File: src/hw/rtl/qpw_pkg.sv
// ----------------------------------------------------------------------------
// qpw_pkg
// Shared widths, register indexes and types of the quadratic coordinate warp.
// ----------------------------------------------------------------------------
package qpw_pkg;

  localparam int COORD_BITS = 12;
  localparam int BW         = 16;
  localparam int UW         = ((COORD_BITS > BW) ? COORD_BITS : BW) + 2;
  localparam int PW         = 2 * UW;
  localparam int CW         = 32;
  localparam int LPW        = CW + UW;
  localparam int QPW        = CW + PW;
  localparam int ACCW       = QPW + 3;
  localparam int C0_SHIFT   = 34;
  localparam int LIN_SHIFT  = 16;
  localparam int FRAC_SHIFT = 34;
  localparam int QW         = ACCW - FRAC_SHIFT;
  localparam int OW         = 28;
  localparam int FRAC_OUT   = 12;
  localparam int DW         = 64;
  localparam int OFSW       = 32;
  localparam int CIW        = 3;

  localparam logic signed [QW-1:0] Q_MAX = QW'((2 ** (OW - 1)) - 1);
  localparam logic signed [QW-1:0] Q_MIN = QW'(-(2 ** (OW - 1)));

  localparam logic [CIW-1:0] REG_CONSTANT      = 3'd0;
  localparam logic [CIW-1:0] REG_LINEAR_FIRST  = 3'd1;
  localparam logic [CIW-1:0] REG_LINEAR_SECOND = 3'd2;
  localparam logic [CIW-1:0] REG_SQUARE_FIRST  = 3'd3;
  localparam logic [CIW-1:0] REG_CROSS_TERM    = 3'd4;
  localparam logic [CIW-1:0] REG_SQUARE_SECOND = 3'd5;
  localparam logic [CIW-1:0] REG_OFFSETS       = 3'd6;
  localparam logic [CIW-1:0] REG_BOUNDS        = 3'd7;

  typedef struct packed {
    logic signed [CW-1:0] c0;
    logic signed [CW-1:0] c1;
    logic signed [CW-1:0] c2;
    logic signed [CW-1:0] c3;
    logic signed [CW-1:0] c4;
    logic signed [CW-1:0] c5;
  } coef_t;

  // per-stage load enables
  typedef struct packed {
    logic s1;
    logic s2;
    logic s3;
    logic s4;
    logic s5;
    logic s6;
  } adv_t;

endpackage

File: src/hw/rtl/qpw_cfg.sv
// ----------------------------------------------------------------------------
// qpw_cfg
// Configuration register file; splits packed coefficients per axis.
// ----------------------------------------------------------------------------
module qpw_cfg (
  input  logic                         clk,
  input  logic                         rst_n,
  input  logic                         cfg_valid,
  input  logic [qpw_pkg::CIW-1:0]      cfg_index,
  input  logic [qpw_pkg::DW-1:0]       cfg_data,
  output qpw_pkg::coef_t               coef_first,
  output qpw_pkg::coef_t               coef_second,
  output logic [qpw_pkg::OFSW-1:0]     offsets,
  output logic [qpw_pkg::DW-1:0]       bounds
);

  logic [qpw_pkg::DW-1:0]   c0_r, c1_r, c2_r, c3_r, c4_r, c5_r;
  logic [qpw_pkg::OFSW-1:0] ofs_r;
  logic [qpw_pkg::DW-1:0]   bnd_r;

  always_ff @(posedge clk) begin
    if (!rst_n) begin
      c0_r  <= '0;
      c1_r  <= '0;
      c2_r  <= '0;
      c3_r  <= '0;
      c4_r  <= '0;
      c5_r  <= '0;
      ofs_r <= '0;
      bnd_r <= '0;
    end else if (cfg_valid) begin
      unique case (cfg_index)
        qpw_pkg::REG_CONSTANT:      c0_r  <= cfg_data;
        qpw_pkg::REG_LINEAR_FIRST:  c1_r  <= cfg_data;
        qpw_pkg::REG_LINEAR_SECOND: c2_r  <= cfg_data;
        qpw_pkg::REG_SQUARE_FIRST:  c3_r  <= cfg_data;
        qpw_pkg::REG_CROSS_TERM:    c4_r  <= cfg_data;
        qpw_pkg::REG_SQUARE_SECOND: c5_r  <= cfg_data;
        qpw_pkg::REG_OFFSETS:       ofs_r <= cfg_data[qpw_pkg::OFSW-1:0];
        qpw_pkg::REG_BOUNDS:        bnd_r <= cfg_data;
      endcase
    end
  end

  assign coef_first.c0  = $signed(c0_r[63:32]);
  assign coef_first.c1  = $signed(c1_r[63:32]);
  assign coef_first.c2  = $signed(c2_r[63:32]);
  assign coef_first.c3  = $signed(c3_r[63:32]);
  assign coef_first.c4  = $signed(c4_r[63:32]);
  assign coef_first.c5  = $signed(c5_r[63:32]);
  assign coef_second.c0 = $signed(c0_r[31:0]);
  assign coef_second.c1 = $signed(c1_r[31:0]);
  assign coef_second.c2 = $signed(c2_r[31:0]);
  assign coef_second.c3 = $signed(c3_r[31:0]);
  assign coef_second.c4 = $signed(c4_r[31:0]);
  assign coef_second.c5 = $signed(c5_r[31:0]);
  assign offsets        = ofs_r;
  assign bounds         = bnd_r;

endmodule

File: config.mk
export PLATFORM = sky130hd
export DESIGN_NAME = qpw_cfg
export DESIGN_NICKNAME = d
export VERILOG_FILES = /design/src/hw/rtl/qpw_pkg.sv /design/src/hw/rtl/qpw_cfg.sv
export SDC_FILE = /design/constraint.sdc
export NUM_CORES = 1
export LEC_CHECK = 0
export BUFFER_PORTS_ARGS = -buffer_cell sky130_fd_sc_hd__clkbuf_2
export CAP_MARGIN = 10
export CORE_AREA = 2 2 212 214
export CTS_CLUSTER_DIAMETER = 120
export DETAILED_ROUTE_END_ITERATION = 6
export DIE_AREA = 0 0 214 216
export PLACE_DENSITY_LB_ADDON = 0.12
export SLEW_MARGIN = 15
export SYNTH_ARGS = -nofsm -noshare
export SYNTH_HDL_FRONTEND = slang
export SYNTH_SLANG_ARGS = --single-unit
export TNS_END_PERCENT = 100
File: constraint.sdc
create_clock -name clk -period 1.4 [get_ports clk]
set_clock_uncertainty 0.15 [all_clocks]
set_input_delay 0 -clock clk [delete_from_list [all_inputs] [get_ports clk]]
set_output_delay 0 -clock clk [all_outputs]
set_load 0.01 [all_outputs]
---- After elaboration in Yosys (flattened, before gate mapping) ----
Index checks and enable logic that the tools add are counted.
storage, ports and cells
  flip-flop bits (word level) ............. 480
  word-level logic and storage cells ...... 24
operators by class
  eq/ne operators ......................... 7
  reductions and logical operators ........ 9
operator list
  cell                                                                   count
  2-bit AND reduction                                                    8
  3-bit equality test, second input constant                             4
  3-bit by 2-bit equality test with 1-bit output, second input constant  2
  3-bit by 1-bit equality test with 1-bit output, second input constant  1
  3-bit zero test                                                        1

---- Depth between registers and ports, before layout ----
  depth after elaboration ................. 2
  gate-level depth with buffers ........... 6
  depth with buffers taken out ............ 2

---- Worst setup path before layout ----
Ideal clock, no wire load.
  path kind ............................... input to register
  from .................................... in cfg_index[0] in the netlist's numbering
  to ...................................... reg c0_r[10] in the netlist's numbering
  setup time .............................. 0.072 ns
  data arrival time ....................... 0.793 ns
  path slack .............................. 0.385 ns
  cell stages on the path ................. 4
  path buffers ............................ 2
  cell sequence ........................... nor4b_4 > buf_6 > buf_12 > mux2i_1
on the way
  word-level cells in the longest chain between the ends .. 2
RTL lines
  element                        line           text
  from (decl)                    qpw_cfg.sv:9   input logic [qpw_pkg::CIW-1:0] cfg_index,
  3-bit zero test                qpw_cfg.sv:32  unique case (cfg_index)
  2-bit AND reduction (no line)  -
  to (signal assigned)           qpw_cfg.sv:33  qpw_pkg::REG_CONSTANT: c0_r <= cfg_data;
  to (decl)                      qpw_cfg.sv:17  logic [qpw_pkg::DW-1:0] c0_r, c1_r, c2_r, c3_r, c4_r, c5_r;
Every way passes these cells.
A chain may end at the register's enable or synchronous reset.

---- Final worst setup path ----
  from .................................... in cfg_valid
  to ...................................... reg bnd_r (netlist bit bounds[12])
on the way
  word-level cells in the longest chain between the ends .. 1
RTL lines
  element                        line           text
  from (decl)                    qpw_cfg.sv:8   input logic cfg_valid,
  2-bit AND reduction (no line)  -
  to (signal assigned)           qpw_cfg.sv:40  qpw_pkg::REG_BOUNDS: bnd_r <= cfg_data;
  to (decl)                      qpw_cfg.sv:19  logic [qpw_pkg::DW-1:0] bnd_r;
Every way passes these cells.

==> flow_summary.yaml <==
sta:
  period_share_pct: 94.9
  setup_slack_ps: 71.5
  worst_pin_slew_ps: 534
  fmax_mhz: 753
  rsz0062_at_grt: "no"
  slew_violations: 0
  final-setup-viol-count: 0
  fin_setup_tns_ps: 0
  finalCriticalPeriod_ps: 1330
  hold_viol_final: 0
  slew_headroom_pct: 64.4
routing:
  drt_iter0_drc: 506
  dr.pass1.iters: 4
  wl_per_cell_um: 19.4
  dr_wl_met3_mm: 3.89
  wl_met1_mm: 23.5
  vias_per_cell: 4.77
  dr_total_vias: 13700
  drc_errors: 0
  wl_met2_mm: 26.3
  highest_layer: "met4"
  drt_wl_total_mm: 55.9
  ant_nets: 0
clock_network:
  clkSlewWorstSetupHoldPaths_ps: 60
  cts_tree: "built"
  cts_buffer_depth: 3
  worstSkewPairLatency_ps: 570
  htreeDepth: 2
  cts_root_buf: "clkbuf_16"
  cts_buffers: 51
  cts.sinks: 480
worst_setup_path:
  reg2reg_slack_ps: 600
  cp.required_ps: 1750
  ff2ff_path_depth: 2
  reg2reg_to: "c2_r[27]"
  crit_path_end: "bounds[12]"
  cp.arrival_ps: 1680
  end_kind: "register"
  critical_path_class: "primary input to register"
  reg2reg_from: "c2_r[27]"
  crit_path_start_kind: "primary input"
  critPathLaunch: "cfg_valid"
  worst-path-max-fanout: 20
status:
  status: "complete, no violations"
die:
  ios: 550
  die_w_um: 214
  die_area_um2: 46200
  fp.dieH_um: 216
  rows: 77
  start_util_pct: 39.8
  core-area_um2: 43800
layout:
  fillers: 3993
  fin_nets: 2316
  diodes: 0
  drive_gt1_share_pct: 30.3
  areaGrowthSynthToFinish_pct: 33.1
power:
  power.density_nw_per_um2: 1260
  leakage_nw: 12.5
  max-vdd-ir-drop_v: 0.000885
grt:
  grt_pass1_vias: 13700
  antenna_found_initial: 0
  grt_pass1_wl_mm: 84.0
  grt_util_all_layers_pct: 23.5
  grt_max_degree: 56
  grt-ovfl-total: 0
logic_synthesis:
  syn_area_um2: 17400
  yosysUniqueCellTypes: 14
  ys_warn_count: 0
  ys_seq_elements: 480
  synth_top_area_cell: "dfxtp_1"
  netlist_instances: 1625
  synth_xor_area_share_pct: 0
  muxShareOfSynthArea_pct: 27.6
  synth-simple-area-share_pct: 12.3
  synthFlopType: "dfxtp_1"
  yosysMostFrequentCell: "nand2_1"
  async_flop_share_pct: 0
  synth_fp_nets: 1695
  synth_edf_count: 0
  yosys-top-cells-area: "dfxtp_1 55%, mux2i_1 28%, nand2_1 12%"
  yosys.area_share.adder_pct: 0
  yosysSeqAreaShare_pct: 55.1
  synthTopCellsByCount: "544 x nand2_1, 480 x dfxtp_1, 480 x mux2i_1"
  synth-compound-area-share_pct: 0
  synth_top_area_share_pct: 55.1
  synth_top_family_by_area: "multiplexers"
  synth.avg_cell_area_um2: 10.7
placement:
  portBuffers: 549
  place_ws_ps: -25.9
  gp_congestion: 0.813
  dp_hpwl_mm: 38.8
flow_run:
  max_cap_viol_count: 0
hold_path:
  hold_class: "primary input to register"
[cell type report]
class | instances | area (um^2) | share of cell area (%)
flip-flops and latches | 480 | 9610 | 41.4
multi-input cells | 1032 | 7000 | 30.2
repair buffers | 681 | 4260 | 18.4
clock buffers | 81 | 1520 | 6.55
well taps | 592 | 741 | 3.19
clock inverters | 11 | 70.1 | 0.302
[sequential cells by signal (all words and copies together), names as in the netlist]
register and count:
c3_r 64, bounds 64, c1_r 64, offsets 32
c0_r 64, c4_r 64, c5_r 64, c2_r 64
[cell families (layout without fill, tap and decap cells)]
logic type | after synthesis | in the layout
DFF | 480 | 480
muxes | 480 | 480
and+or+nand+nor | 552 | 552
buffers and inverters | 113 | 773
[power by group]
part | total, W | switching, W | internal (W) | leakage [nW]
logic | 0.00214 | 0.00128 | 0.000857 | 7.89
clock network | 0.0129 | 0.00544 | 0.00741 | 0.775
registers | 0.0141 | 0.000164 | 0.0140 | 3.88
total | 0.0291 | 0.00688 | 0.0222 | 12.5
[layer usage]
layer	GRT usage [%]	vias to the layer above
li1	-	6618
met3	6.81	109
met1	28.6	6571
met4	10.3	0
met5	0	-
met2	38.6	432
[placed cells by master, fill, tap and decap left out]
| cell type | count |
|---|---|
| nand2_1 | 544 |
| clkbuf_2 | 544 |
| mux2i_1 | 480 |
| dfxtp_1 | 480 |
| dlygate4sd3_1 | 66 |
| clkbuf_16 | 51 |
| buf_4 | 39 |
| buf_12 | 25 |
| clkbuf_1 | 17 |
| clkbuf_8 | 13 |
| clkinv_2 | 6 |
| nand4bb_4 | 3 |
| clkinvlp_4 | 3 |
| dlymetal6s4s_1 | 3 |
| nand4b_1 | 2 |
| buf_6 | 2 |
| nor4b_4 | 1 |
| nand4b_4 | 1 |
| nand4_1 | 1 |
| inv_6 | 1 |
| clkinv_4 | 1 |
| clkbuf_4 | 1 |
| buf_8 | 1 |
[worst max-delay path: stages]
cell	delay [ps]
dlygate4sd3_1	560
clkbuf_4	200
nand4_1	200
buf_4	440
mux2i_1	240
[how the worst min path moves through the flow]
stage,from,end,slack [ps],cells after the start
after floorplan,cfg_index[1],offsets[0],90,2
after global placement,rst_n,c4_r[1],200,3
after detailed placement,rst_n,c4_r[1],220,3
after CTS,rst_n,c4_r[1],190,4
after global routing,cfg_index[1],offsets[28],80,3
final,cfg_index[1],offsets[28],90,3
[metrics by stage]
stage	hold WS [ps]	utilization, %	instance area (um^2)	cells	total power [W]
floorplan	92.5	-	17400	1625	0.0155
global placement	199	47.7	20900	2716	0.0164
detailed placement	221	47.7	20900	2716	0.0164
CTS	191	52.9	23200	2877	0.0294
global route	84.5	52.9	23200	2877	0.0302
finish	87.6	52.9	23200	2877	0.0291
[timing repair]
item,4_1_cts,5_1_grt
gates resized for setup,0,7
hold endpoints to repair,480,0
setup buffers,0,3
hold buffers,69,0
setup endpoints to repair,0,65
Power figures use the tool's default switching activity.
