## src/hw/rtl/qpw_pkg.sv

```systemverilog
// ----------------------------------------------------------------------------
// qpw_pkg
// Shared widths, register indexes and types of the quadratic coordinate warp.
// ----------------------------------------------------------------------------
package qpw_pkg;

  localparam int COORD_BITS = 12;
  localparam int BW         = 16;
  localparam int UW         = ((COORD_BITS > BW) ? COORD_BITS : BW) + 2;
  localparam int PW         = 2 * UW;
  localparam int CW         = 32;
  localparam int LPW        = CW + UW;
  localparam int QPW        = CW + PW;
  localparam int ACCW       = QPW + 3;
  localparam int C0_SHIFT   = 34;
  localparam int LIN_SHIFT  = 16;
  localparam int FRAC_SHIFT = 34;
  localparam int QW         = ACCW - FRAC_SHIFT;
  localparam int OW         = 28;
  localparam int FRAC_OUT   = 12;
  localparam int DW         = 64;
  localparam int OFSW       = 32;
  localparam int CIW        = 3;

  localparam logic signed [QW-1:0] Q_MAX = QW'((2 ** (OW - 1)) - 1);
  localparam logic signed [QW-1:0] Q_MIN = QW'(-(2 ** (OW - 1)));

  localparam logic [CIW-1:0] REG_CONSTANT      = 3'd0;
  localparam logic [CIW-1:0] REG_LINEAR_FIRST  = 3'd1;
  localparam logic [CIW-1:0] REG_LINEAR_SECOND = 3'd2;
  localparam logic [CIW-1:0] REG_SQUARE_FIRST  = 3'd3;
  localparam logic [CIW-1:0] REG_CROSS_TERM    = 3'd4;
  localparam logic [CIW-1:0] REG_SQUARE_SECOND = 3'd5;
  localparam logic [CIW-1:0] REG_OFFSETS       = 3'd6;
  localparam logic [CIW-1:0] REG_BOUNDS        = 3'd7;

  typedef struct packed {
    logic signed [CW-1:0] c0;
    logic signed [CW-1:0] c1;
    logic signed [CW-1:0] c2;
    logic signed [CW-1:0] c3;
    logic signed [CW-1:0] c4;
    logic signed [CW-1:0] c5;
  } coef_t;

  // per-stage load enables
  typedef struct packed {
    logic s1;
    logic s2;
    logic s3;
    logic s4;
    logic s5;
    logic s6;
  } adv_t;

endpackage

```

## src/hw/rtl/qpw_terms.sv

```systemverilog
// ----------------------------------------------------------------------------
// qpw_terms
// Stages 1-2: offset coordinates u, v and their second-order monomials.
// ----------------------------------------------------------------------------
module qpw_terms (
  input  logic                              clk,
  input  qpw_pkg::adv_t                     adv,
  input  logic [qpw_pkg::COORD_BITS-1:0]    in_first,
  input  logic [qpw_pkg::COORD_BITS-1:0]    in_second,
  input  logic [qpw_pkg::OFSW-1:0]          offsets,
  output logic signed [qpw_pkg::UW-1:0]     u,
  output logic signed [qpw_pkg::UW-1:0]     v,
  output logic signed [qpw_pkg::PW-1:0]     uu,
  output logic signed [qpw_pkg::PW-1:0]     uv,
  output logic signed [qpw_pkg::PW-1:0]     vv
);

  localparam int ZW = qpw_pkg::UW - qpw_pkg::COORD_BITS;

  logic signed [qpw_pkg::BW-1:0] off_first, off_second;
  logic signed [qpw_pkg::UW-1:0] u1_nxt, v1_nxt;
  logic signed [qpw_pkg::UW-1:0] u1_r, v1_r, u2_r, v2_r;
  logic signed [qpw_pkg::PW-1:0] uu_nxt, uv_nxt, vv_nxt;
  logic signed [qpw_pkg::PW-1:0] uu_r, uv_r, vv_r;

  assign off_first  = $signed(offsets[31:16]);
  assign off_second = $signed(offsets[15:0]);

  assign u1_nxt = $signed({{ZW{1'b0}}, in_first}) + qpw_pkg::UW'(off_first);
  assign v1_nxt = $signed({{ZW{1'b0}}, in_second}) + qpw_pkg::UW'(off_second);

  assign uu_nxt = u1_r * u1_r;
  assign uv_nxt = u1_r * v1_r;
  assign vv_nxt = v1_r * v1_r;

  always_ff @(posedge clk) begin
    if (adv.s1) begin
      u1_r <= u1_nxt;
      v1_r <= v1_nxt;
    end
    if (adv.s2) begin
      u2_r <= u1_r;
      v2_r <= v1_r;
      uu_r <= uu_nxt;
      uv_r <= uv_nxt;
      vv_r <= vv_nxt;
    end
  end

  assign u  = u2_r;
  assign v  = v2_r;
  assign uu = uu_r;
  assign uv = uv_r;
  assign vv = vv_r;

endmodule

```

## config.mk

```make
export PLATFORM = sky130hd
export DESIGN_NAME = qpw_terms
export DESIGN_NICKNAME = d
export VERILOG_FILES = /design/src/hw/rtl/qpw_pkg.sv /design/src/hw/rtl/qpw_terms.sv
export SDC_FILE = /design/constraint.sdc
export NUM_CORES = 2
export LEC_CHECK = 0
export BUFFER_PORTS_ARGS = -buffer_cell sky130_fd_sc_hd__buf_2
export CAP_MARGIN = 20
export CORE_AREA = 2 2 289 291
export CTS_BUF_LIST = sky130_fd_sc_hd__clkbuf_8
export CTS_CLUSTER_DIAMETER = 200
export DETAILED_ROUTE_END_ITERATION = 12
export DIE_AREA = 0 0 291 293
export PLACE_DENSITY = 0.67
export RECOVER_POWER = 25
export SLEW_MARGIN = 20
export SYNTH_ARGS = -nofsm -noshare
export SYNTH_HDL_FRONTEND = slang
export SYNTH_SLANG_ARGS = --single-unit
```

## constraint.sdc

```tcl
create_clock -name clk -period 6.35 [get_ports clk]
set_clock_uncertainty 0.2 [all_clocks]
set_input_delay 0.635 -clock clk [delete_from_list [all_inputs] [get_ports clk]]
set_output_delay 0.635 -clock clk [all_outputs]
set_load 0.01 [all_outputs]
```

==> Word level (Yosys, flattened, before mapping) <==
Cells that the tools add are included.
{ "word_totals": {"reg_bits": 176, "input_bits": 63, "wordCells": 12} }
{ "op_classes": {"add_sub_neg": 2, "mul": 3} }
{ "op_table": {"columns": ["cell", "count"], "rows": [
  ["17-bit by 17-bit multiplier with 34-bit output", 3],
  ["13-bit by 16-bit adder with 17-bit output", 2]
]} }

==> Depth between registers and ports, before layout <==
{ "depth": {"word_depth": 1, "depth_mapped": 25, "mapped_depth_nobuf": 24} }

==> Worst setup path before layout <==
OpenSTA, ideal clock, no wires.
{ "synth_path": {"path_kind": "reg-to-reg", "start": "register, netlist name u1_r[16]", "end": "register uv_r (netlist bit uv[34]), data pin", "setup_ps": 259, "t_arrival_ps": 6253, "path_slack_ps": -361, "stages_incl_launch_ff": 22, "synth_period_minus_slack_ps": 6711, "path_cell_list": "edfxtp_1 -> clkbuf_1 -> buf_1 -> nand2_1 -> inv_1 -> fa_1 -> fa_1 -> fa_1 -> fa_1 -> fa_1 -> inv_1 -> fa_1 -> inv_1 -> ha_1 -> and4_4 -> and4_4 -> a221o_1 -> a221o_1 -> o32ai_2 -> o21ai_1 -> o22ai_2 -> xnor2_1"} }
{ "synth_via": {"elab_chain_cells": 1} }
{ "synth_lines": {"columns": ["element", "line", "source"], "rows": [
  ["17-bit by 17-bit multiplier with 34-bit output", "qpw_terms.sv:33", "assign uv_nxt = u1_r * v1_r;"],
  ["via uv_nxt (one bit)", "qpw_terms.sv:23", "logic signed [qpw_pkg::PW-1:0] uu_nxt, uv_nxt, vv_nxt;"],
  ["end signal: assignment", "qpw_terms.sv:45", "uv_r <= uv_nxt;"],
  ["end: declaration", "qpw_terms.sv:24", "logic signed [qpw_pkg::PW-1:0] uu_r, uv_r, vv_r;"]
]} }
The timed path passes the listed nets, and every way through them passes these cells.
A chain may end at the register's enable or synchronous reset.

==> Worst setup path after layout <==
{ "layout_path": {"start": "register v1_r[8] (netlist bit)", "end": "register uv_r (netlist bit uv[34]), data pin"} }
{ "layout_via": {"elab_chain_cells": 1} }
{ "layout_lines": {"columns": ["element", "line", "source"], "rows": [
  ["start: declaration", "qpw_terms.sv:22", "logic signed [qpw_pkg::UW-1:0] u1_r, v1_r, u2_r, v2_r;"],
  ["start signal: assignment", "qpw_terms.sv:39", "v1_r <= v1_nxt;"],
  ["17-bit by 17-bit multiplier with 34-bit output", "qpw_terms.sv:33", null],
  ["via uv_nxt (one bit)", "qpw_terms.sv:23", null]
]} }
The timed path passes the listed nets, and every way through them passes these cells.

==> impl_metrics.json <==
{
  "run_status": "complete, but fails checks",
  "violations": "max-capacitance violations, max-slew violations, negative setup slack",
  "grt_max_degree": 82,
  "io_buffers": 200,
  "layout_setup_ws_ns": -0.1563,
  "clock_path_buffers": 2,
  "yosysTopAreaCell": "fa_1",
  "hold_viol_final": 0,
  "postSynthAreaPerCell_um2": 10.04,
  "synth_edf_count": 166,
  "row_count": 105,
  "slowest_delay_ns": 0.58,
  "routed_wl_mm": 87.89,
  "nNetsFinal": 5391,
  "final_layout_size_suffix_gt1_share_pct": 22.13,
  "rsz0062_at_grt": "yes",
  "yosysSeqAreaShare_pct": 13.54,
  "via_count": 25980,
  "finalSetupTns_ns": -1.026,
  "met2WireLength_mm": 44.16,
  "die_h_um": 293,
  "drt_iter0_markers": 1256,
  "die-area_um2": 85260,
  "gp_congestion": 0.9133,
  "cp.arrival_ns": 6.67,
  "overflow": 0,
  "stdcell_area_um2": 44230,
  "dpl.hpwl_mm": 71.62,
  "synthTopCellsByCount": "inv_1 (977), fa_1 (829), nand2_1 (327), ha_1 (292), and2_1 (214)",
  "grt_pass1_vias": 28150,
  "relSlewSlack_pct": -219.6,
  "vias_per_cell": 4.911,
  "n_fill_cell": 7184,
  "min_period_ns": 6.506,
  "synthCells": 3665,
  "drt_pre_antenna_iters": 6,
  "criticalPathCategory": "flop to flop",
  "cp_max_fo": 12,
  "synth_top_area_share_pct": 45.09,
  "wl_met1_mm": 37.84,
  "async_reset_ff_share_pct": 0,
  "cap_violations": 2,
  "synthDistinctLibCells": 81,
  "finalCritPeriodShare_pct": 102.5,
  "cts_tree": "built",
  "antenna_found_initial": 1,
  "dp.cells": 5174,
  "slowest_stage": "fa_1",
  "slew_violations": 117,
  "hold_class": "input pin to flop",
  "crit_path_end_kind": "flop",
  "numCtsBuffers": 17,
  "crit_buf_inv": 5,
  "grt_pass1_wl_mm": 143.2,
  "yosys_most_used_dff": "edfxtp_1",
  "fmax_mhz": 153.7,
  "path_clk_slew_ns": 0.11,
  "area_growth_syn_to_layout_pct": 20.19,
  "track_usage_pct": 21.53,
  "yosysMostFrequentCell": "inv_1",
  "placed_cell_area_um2": 41800,
  "h-tree-depth": 4,
  "io_pins": 207,
  "synth.area.top_cells": "fa_1 (45%), edfxtp_1 (14%), inv_1 (10%), ha_1 (9.9%), and2_1 (3.6%)",
  "cpLargestDelayFamily": "adder cells",
  "antenna_left": 0,
  "yosysWarningCount": 0,
  "tightest_slew_ns": 4.793,
  "maxUsedRoutingLayer": "met4",
  "fin_util_pct": 54.05,
  "core_area_um2": 81850,
  "start_util_pct": 44.97,
  "wl_per_cell_um": 16.61,
  "finalSetupViolations": 13,
  "cp.required_ns": 6.52,
  "cts_root_buffer": "clkbuf_8",
  "route.met3.wl_mm": 3.832,
  "clock_sinks": 166,
  "worstSetupStartpointType": "flop",
  "die-width_um": 291,
  "final_cells": 5291,
  "netlist_area_um2": 36800,
  "drc": 0,
  "path_common_cell": "fa_1",
  "path_cells": "clkbuf_1, clkbuf_16, nand2_1, fa_1, inv_1, fa_1, fa_1, fa_2, fa_1, inv_1, fa_1, inv_1, ha_1, and4_4, a221o_1, a221o_1, o32ai_4, o21ai_2, o22ai_2, xnor2_1",
  "insertion_delay_ns": 0.62,
  "synth_seq_cells": 166
}
==> cells by family (layout without fill, tap and decap cells) <==
| group | Yosys count | count (layout) | share of synthesized area, % |
|---|---|---|---|
| other | 1 | 3 | 0.01019 |
| XOR/XNOR | 155 | 155 | 3.689 |
| flip-flops | 166 | 166 | 13.54 |
| multiplexers | 4 | 4 | 0.1122 |
| buffers and inverters | 1120 | 1674 | 11.55 |
| adder cells (fa/ha/maj) | 1121 | 1121 | 55.02 |
| AND/OR/NAND/NOR | 818 | 818 | 10.69 |
| AO/OA/AOI/OAI | 280 | 280 | 5.389 |
==> placed cells by master, fill, tap and decap left out, types with 40 or more instances in the layout <==
master / n
xnor2_1: 117
buf_2: 199
nor2_1: 128
buf_6: 40
fa_1: 800
nand2_1: 314
edfxtp_1: 166
inv_1: 952
buf_4: 371
a21oi_1: 48
and2_1: 198
ha_1: 264
==> timing repair <==
item,in CTS,in global routing
resized for setup,85,219
hold buffers,0,0
endpoints found under the setup margin,27,45
buffers inserted,39,46
cloned,1,2
pin swaps,39,112
==> final timing paths <==
check / from / endpoint / slack, ns / cells past startpoint
setup / recovery: v1_r[8]$_DFFE_PP_ / uv[34]$_DFFE_PP_ / -0.16 / 20
hold / removal: offsets[16] / u1_r[0]$_DFFE_PP_ / 0.14 / 2
setup reg to reg: v1_r[8]$_DFFE_PP_ / uv[34]$_DFFE_PP_ / -0.16 / 20
hold reg to reg: v1_r[5]$_DFFE_PP_ / v[5]$_DFFE_PP_ / 0.33 / 0
==> sequential cells by signal (all words and copies together), names as in the netlist <==
name / flops
uu: 32
u: 17
vv: 32
v: 17
u1_r: 17
v1_r: 17
uv: 34
==> metrics by stage <==
stage                     hold WS (ns)  setup slack (ns)
final                           0.1450           -0.1563
after global placement          0.3011           -0.4100
after CTS                      0.07411          -0.07700
after global routing            0.1051           -0.3373
after detailed placement        0.3053           -0.3990
after floorplan                 0.2244       0.000007105
==> layout make-up <==
cell class	instances	area [µm²]	share of cell area, %
Antenna cell	1	2.502	0.005657
Multi-Input combinational cell	2380	28700	64.88
Clock inverter	15	157.7	0.3564
Inverter	982	3707	8.381
Clock buffer	17	234.0	0.5289
Tap cell	1070	1339	3.027
Sequential cell	166	4985	11.27
Timing Repair Buffer	660	5109	11.55
==> per-layer routing <==
metal	up-vias	GRT usage [%]
met2	541	37.02
met5	-	0
met3	99	2.776
li1	11990	-
met4	0	5.308
met1	13360	29.03
Power is not shown: default switching activity piles up to over one toggle a cycle in this logic, so the estimate is an artifact.
